`config.mk`:
```
export PLATFORM = sky130hd
export DESIGN_NAME = sxu_divstep
export DESIGN_NICKNAME = d
export VERILOG_FILES = /design/src/rtl/sxu_pkg.sv /design/src/rtl/sxu_divstep.sv
export SDC_FILE = /design/constraint.sdc
export NUM_CORES = 1
export LEC_CHECK = 0
export BUFFER_PORTS_ARGS = -buffer_cell sky130_fd_sc_hd__buf_4
export CAP_MARGIN = 20
export CORE_MARGIN = 5
export CORE_UTILIZATION = 42
export CTS_CLUSTER_DIAMETER = 80
export DETAILED_ROUTE_END_ITERATION = 16
export PLACE_DENSITY = 0.69
export REMOVE_ABC_BUFFERS = 1
export SLEW_MARGIN = 20
export SYNTH_ARGS = -nofsm -noshare
export SYNTH_HDL_FRONTEND = slang
export SYNTH_SLANG_ARGS = --single-unit
```
`constraint.sdc`:
```
create_clock -name clk -period 0.9 [get_ports clk]
set_clock_uncertainty 0.1 [all_clocks]
set_input_delay 0.045 -clock clk [delete_from_list [all_inputs] [get_ports clk]]
set_output_delay 0.045 -clock clk [all_outputs]
set_load 0.03 [all_outputs]
```
`src/rtl/sxu_pkg.sv`:
```
// Shared constants for the segment intersection unit.
// No dependencies.
`default_nettype none
package sxu_pkg;
    localparam int COORD_BITS_DEF = 16;
    localparam int FRAC_BITS_DEF  = 4;
endpackage
`default_nettype wire

```
`src/rtl/sxu_divstep.sv`:
```
// One restoring division step for both axes, registered.
// Depends on sxu_pkg.
`default_nettype none
module sxu_divstep #(
    parameter int COORD_BITS = sxu_pkg::COORD_BITS_DEF
) (
    input  wire logic                      clk,
    input  wire logic                      rst_n,
    input  wire logic                      en,
    input  wire logic                      in_vld,
    input  wire logic [2*COORD_BITS+1:0]   in_den,
    input  wire logic [2*COORD_BITS+1:0]   in_remx,
    input  wire logic [2*COORD_BITS+1:0]   in_remy,
    input  wire logic [COORD_BITS:0]       in_lowx,
    input  wire logic [COORD_BITS:0]       in_lowy,
    input  wire logic [COORD_BITS:0]       in_quox,
    input  wire logic [COORD_BITS:0]       in_quoy,
    output logic                           out_vld,
    output logic [2*COORD_BITS+1:0]        out_den,
    output logic [2*COORD_BITS+1:0]        out_remx,
    output logic [2*COORD_BITS+1:0]        out_remy,
    output logic [COORD_BITS:0]            out_lowx,
    output logic [COORD_BITS:0]            out_lowy,
    output logic [COORD_BITS:0]            out_quox,
    output logic [COORD_BITS:0]            out_quoy
);
    import sxu_pkg::*;
    localparam int DB = COORD_BITS + 1;
    localparam int MB = 2 * DB;

    logic [MB:0] tx, ty, dd;
    logic        gex, gey;

    always_comb
    begin
        dd  = {1'b0, in_den};
        tx  = {in_remx, in_lowx[DB-1]};
        ty  = {in_remy, in_lowy[DB-1]};
        gex = tx >= dd;
        gey = ty >= dd;
    end

    always_ff @(posedge clk or negedge rst_n)
    begin
        if (!rst_n)
            out_vld <= 1'b0;
        else if (en)
            out_vld <= in_vld;
    end

    always_ff @(posedge clk)
    begin
        if (en)
        begin
            out_den  <= in_den;
            out_remx <= gex ? MB'(tx - dd) : tx[MB-1:0];
            out_remy <= gey ? MB'(ty - dd) : ty[MB-1:0];
            out_lowx <= {in_lowx[DB-2:0], 1'b0};
            out_lowy <= {in_lowy[DB-2:0], 1'b0};
            out_quox <= {in_quox[DB-2:0], gex};
            out_quoy <= {in_quoy[DB-2:0], gey};
        end
    end
endmodule
`default_nettype wire

```
==> impl_results.md <==
* Peak VDD IR at about 1300 uV
* Drt wl/cell at ~21 um
* Clock tree sinks at ~170
* Critical Path RT at ~1 ns
* DRT antenna net count at 0
* Synthesized area at 0.00991 sq mm
* Die Y at about 160 um
* Max-cap viol count at 0
* Core Util, Final at 0.822
* Failing checks: negative hold slack, negative setup slack
* Num CTS Buffers at 17
* Final setup viols at about 240
* Met2 Use GR at 0.526
* Outcome: complete, but fails checks
* Data arrival, critical path at ~2.7 ns
* CP bufs+invs at 5
* RePlAce Congestion at ~0.97
* Die W at roughly 160 um
* Initial drt markers at just under 1000
* PwrDens at ~1600 mW/mm^2
* Slew Limit Fails at 0
* F_max at 0.379 GHz
* Post-synth EDFFs at between 150 and 200
* Endpoint class of the critical path: flip-flop
* Synth async-reset ratio at 0.00592
* Hold Fails Final Rpt at 26
* Worst-path clk slew at around 0.08 ns
* Pwr Total at between 20000 and 30000 uW
* Final wirelength at roughly 44000 um
* RSZ-0062 raised after global routing: yes
* Routed vias/inst at around 5.4
* Layout cells sized above 1 at 0.505
* Largest net degree at the start of global routing at 27
* Met3 usage at 0.0507
* Most instantiated library cell after synthesis: edfxtp_1
* Cell row count at 56
* Drt first pass iters at 5
* Initial antenna violation count at 3
* Avg Inst Size Synth at between 10 and 15 sq um
* Slowest Stage Delay on Critical Path at approximately 0.36 ns
* CP Class: input pin to flip-flop
* Pleak at 0.00857 uW
* Die area at between 0.02 and 0.03 sq mm
* Crit-path cells: buf_4 > inv_2 > ha_1 > a21oi_2 > o21ai_1 > a22oi_2 > buf_4 > a31oi_4 > a211o_2 > a21o_1 > a31oi_4 > buf_8 > clkbuf_16 > mux2_4
* Yosys reg bits at 169
* Most frequent cells after synthesis: 168 x edfxtp_1, 87 x a21oi_1, 71 x nor2_1
* Final setup margin at -1.74 ns
* Max stage delay cell, worst path: a211o_2
* DRC violations left at 0
* Synth-to-Final Area Change at 93.5%
* Top cell type's share of synthesized area at 0.509
* GR Overflow Total at 0
* Met1 GRT Util at 0.340
* Startpoint types: input pin
* Maximum net fanout on the critical path at 6
* Prevailing post-synth register cell: edfxtp_1
* DP Worst Slack at -2.35 ns
* Min-Delay Path Class: input pin to flip-flop
* Max transition margin at 0.671
* H-tree depth at 4
* Post-Layout Cell Count at a little over 2000
* GR peak layer: met2
* Sequential area share after synthesis at 0.512
* Root Driver: clkbuf_16
* Post-detail-place hpwl at 27800 um
* Fin Hold WS at -0.128 ns
* Vias after detailed routing at 11100
* Tcrit/Tclk final at 2.94
* Syn. warnings at 0
* Unique cell type count in the Yosys netlist at 64
* IO Pins at around 350
* Tot GR Track Use at 0.299
* Post-layout minimum cycle time at approximately 2.6 ns
* Layout Nets at 1959
* Placed insts at ~1800
* Later-pin clock latency in the skew report at ~0.43 ns
* Cells after Synth at between 800 and 900
* Slew @ Worst Pin at around 0.49 ns
* Post-synth top area cell: edfxtp_1
* Global-route wire length before repair at approximately 60000 um
* Clock Path Buffers at 2
* Port buffer count at 340
* CTS tree: done
* Leading cell types by total area after synthesis: edfxtp_1 51%, ha_1 8.6%, a21oi_1 4.4%, mux2_2 4.3%, xnor2_1 2.8%
* Vias in the first global route at roughly 11000
* Top delay family on crit path: compound AO/OA/AOI/OAI gates
* Core Region at ~0.023 sq mm
* Starting Density at 0.425
## placed cells by master (no fill, tap or decap), drive strengths merged, types with 9 or more instances in the layout
master         n
buf          665
edfxtp       168
dlygate4sd3  160
a21oi         87
nor2          71
nand2         70
ha            68
inv           65
o21ai         45
mux2          38
a21o          35
xnor2         32
xor2          20
nand3         19
clkbuf        19
nor3          18
nand4         13
o211ai         9
## timing repair
action                     in CTS  in global routing
buffers inserted               19                 14
resized for setup             319                 95
setup endpoints to repair     239                239
hold buffers                  159                  1
pin swaps                      31                 33
gates cloned                    4                  3
hold endpoints to repair      184                 27
## final cells by class
type | instances | area [sq um]
inverter | 58 | 238
timing repair buffer | 827 | 7610
multi-input combinational | 642 | 5280
sequential | 169 | 5070
fill | 1253 | 4160
tap | 319 | 399
clock buffer | 17 | 425
clock inverter | 15 | 150
antenna | 3 | 7.51
## per-stage QoR
step	instance area, sq um	TNS (ns)
after floorplan	9770	-158.06
after global placement	15000	-151.17
after detailed placement	15000	-154.01
after CTS	18700	-148.35
after global routing	19200	-162.58
final	19200	-154.64
## cells by family after synthesis
kind of cell / share of synthesized area
other: 0.000378
flip-flops: 0.512
buffers and inverters: 0.0362
adder cells (fa/ha/maj): 0.0899
AND/OR/NAND/NOR: 0.107
multiplexers: 0.0472
AO/OA/AOI/OAI: 0.161
XOR/XNOR: 0.0460
## registers in the layout (all words and copies together), names as in the netlist
| name | flops |
|---|---|
| out_vld | 1 |
| out_quox | 17 |
| out_den | 34 |
| out_lowy | 16 |
| out_lowx | 16 |
| out_quoy | 17 |
| out_remx | 34 |
| out_remy | 34 |
## routing by layer
layer	vias up	routed length, um
li1	5013	-
met1	5251	16000
met2	620	21700
met3	215	3090
met4	0	3150
met5	-	0
## worst paths after layout
check / from / to / slack [ns] / depth (start not counted)
max in group asynchronous: rst_n / out_vld / 0.23 / 3
setup reg to reg: out_vld / out_vld / 0.04 / 1
min in group asynchronous: rst_n / out_vld / 0.36 / 3
hold / removal: in_remx[19] / out_remx[20] / -0.13 / 2
hold reg to reg: out_vld / out_vld / 0.44 / 1
setup / recovery: in_den[8] / out_remy[1] / -1.74 / 14
## where the power goes
group	switching, uW	internal, uW	leakage, uW
Clock	3660	3710	0.000280
Combinational	6060	6150	0.00663
Sequential	483	9780	0.00166
Total	10200	19600	0.00857
(Power assumes the default switching activity.)
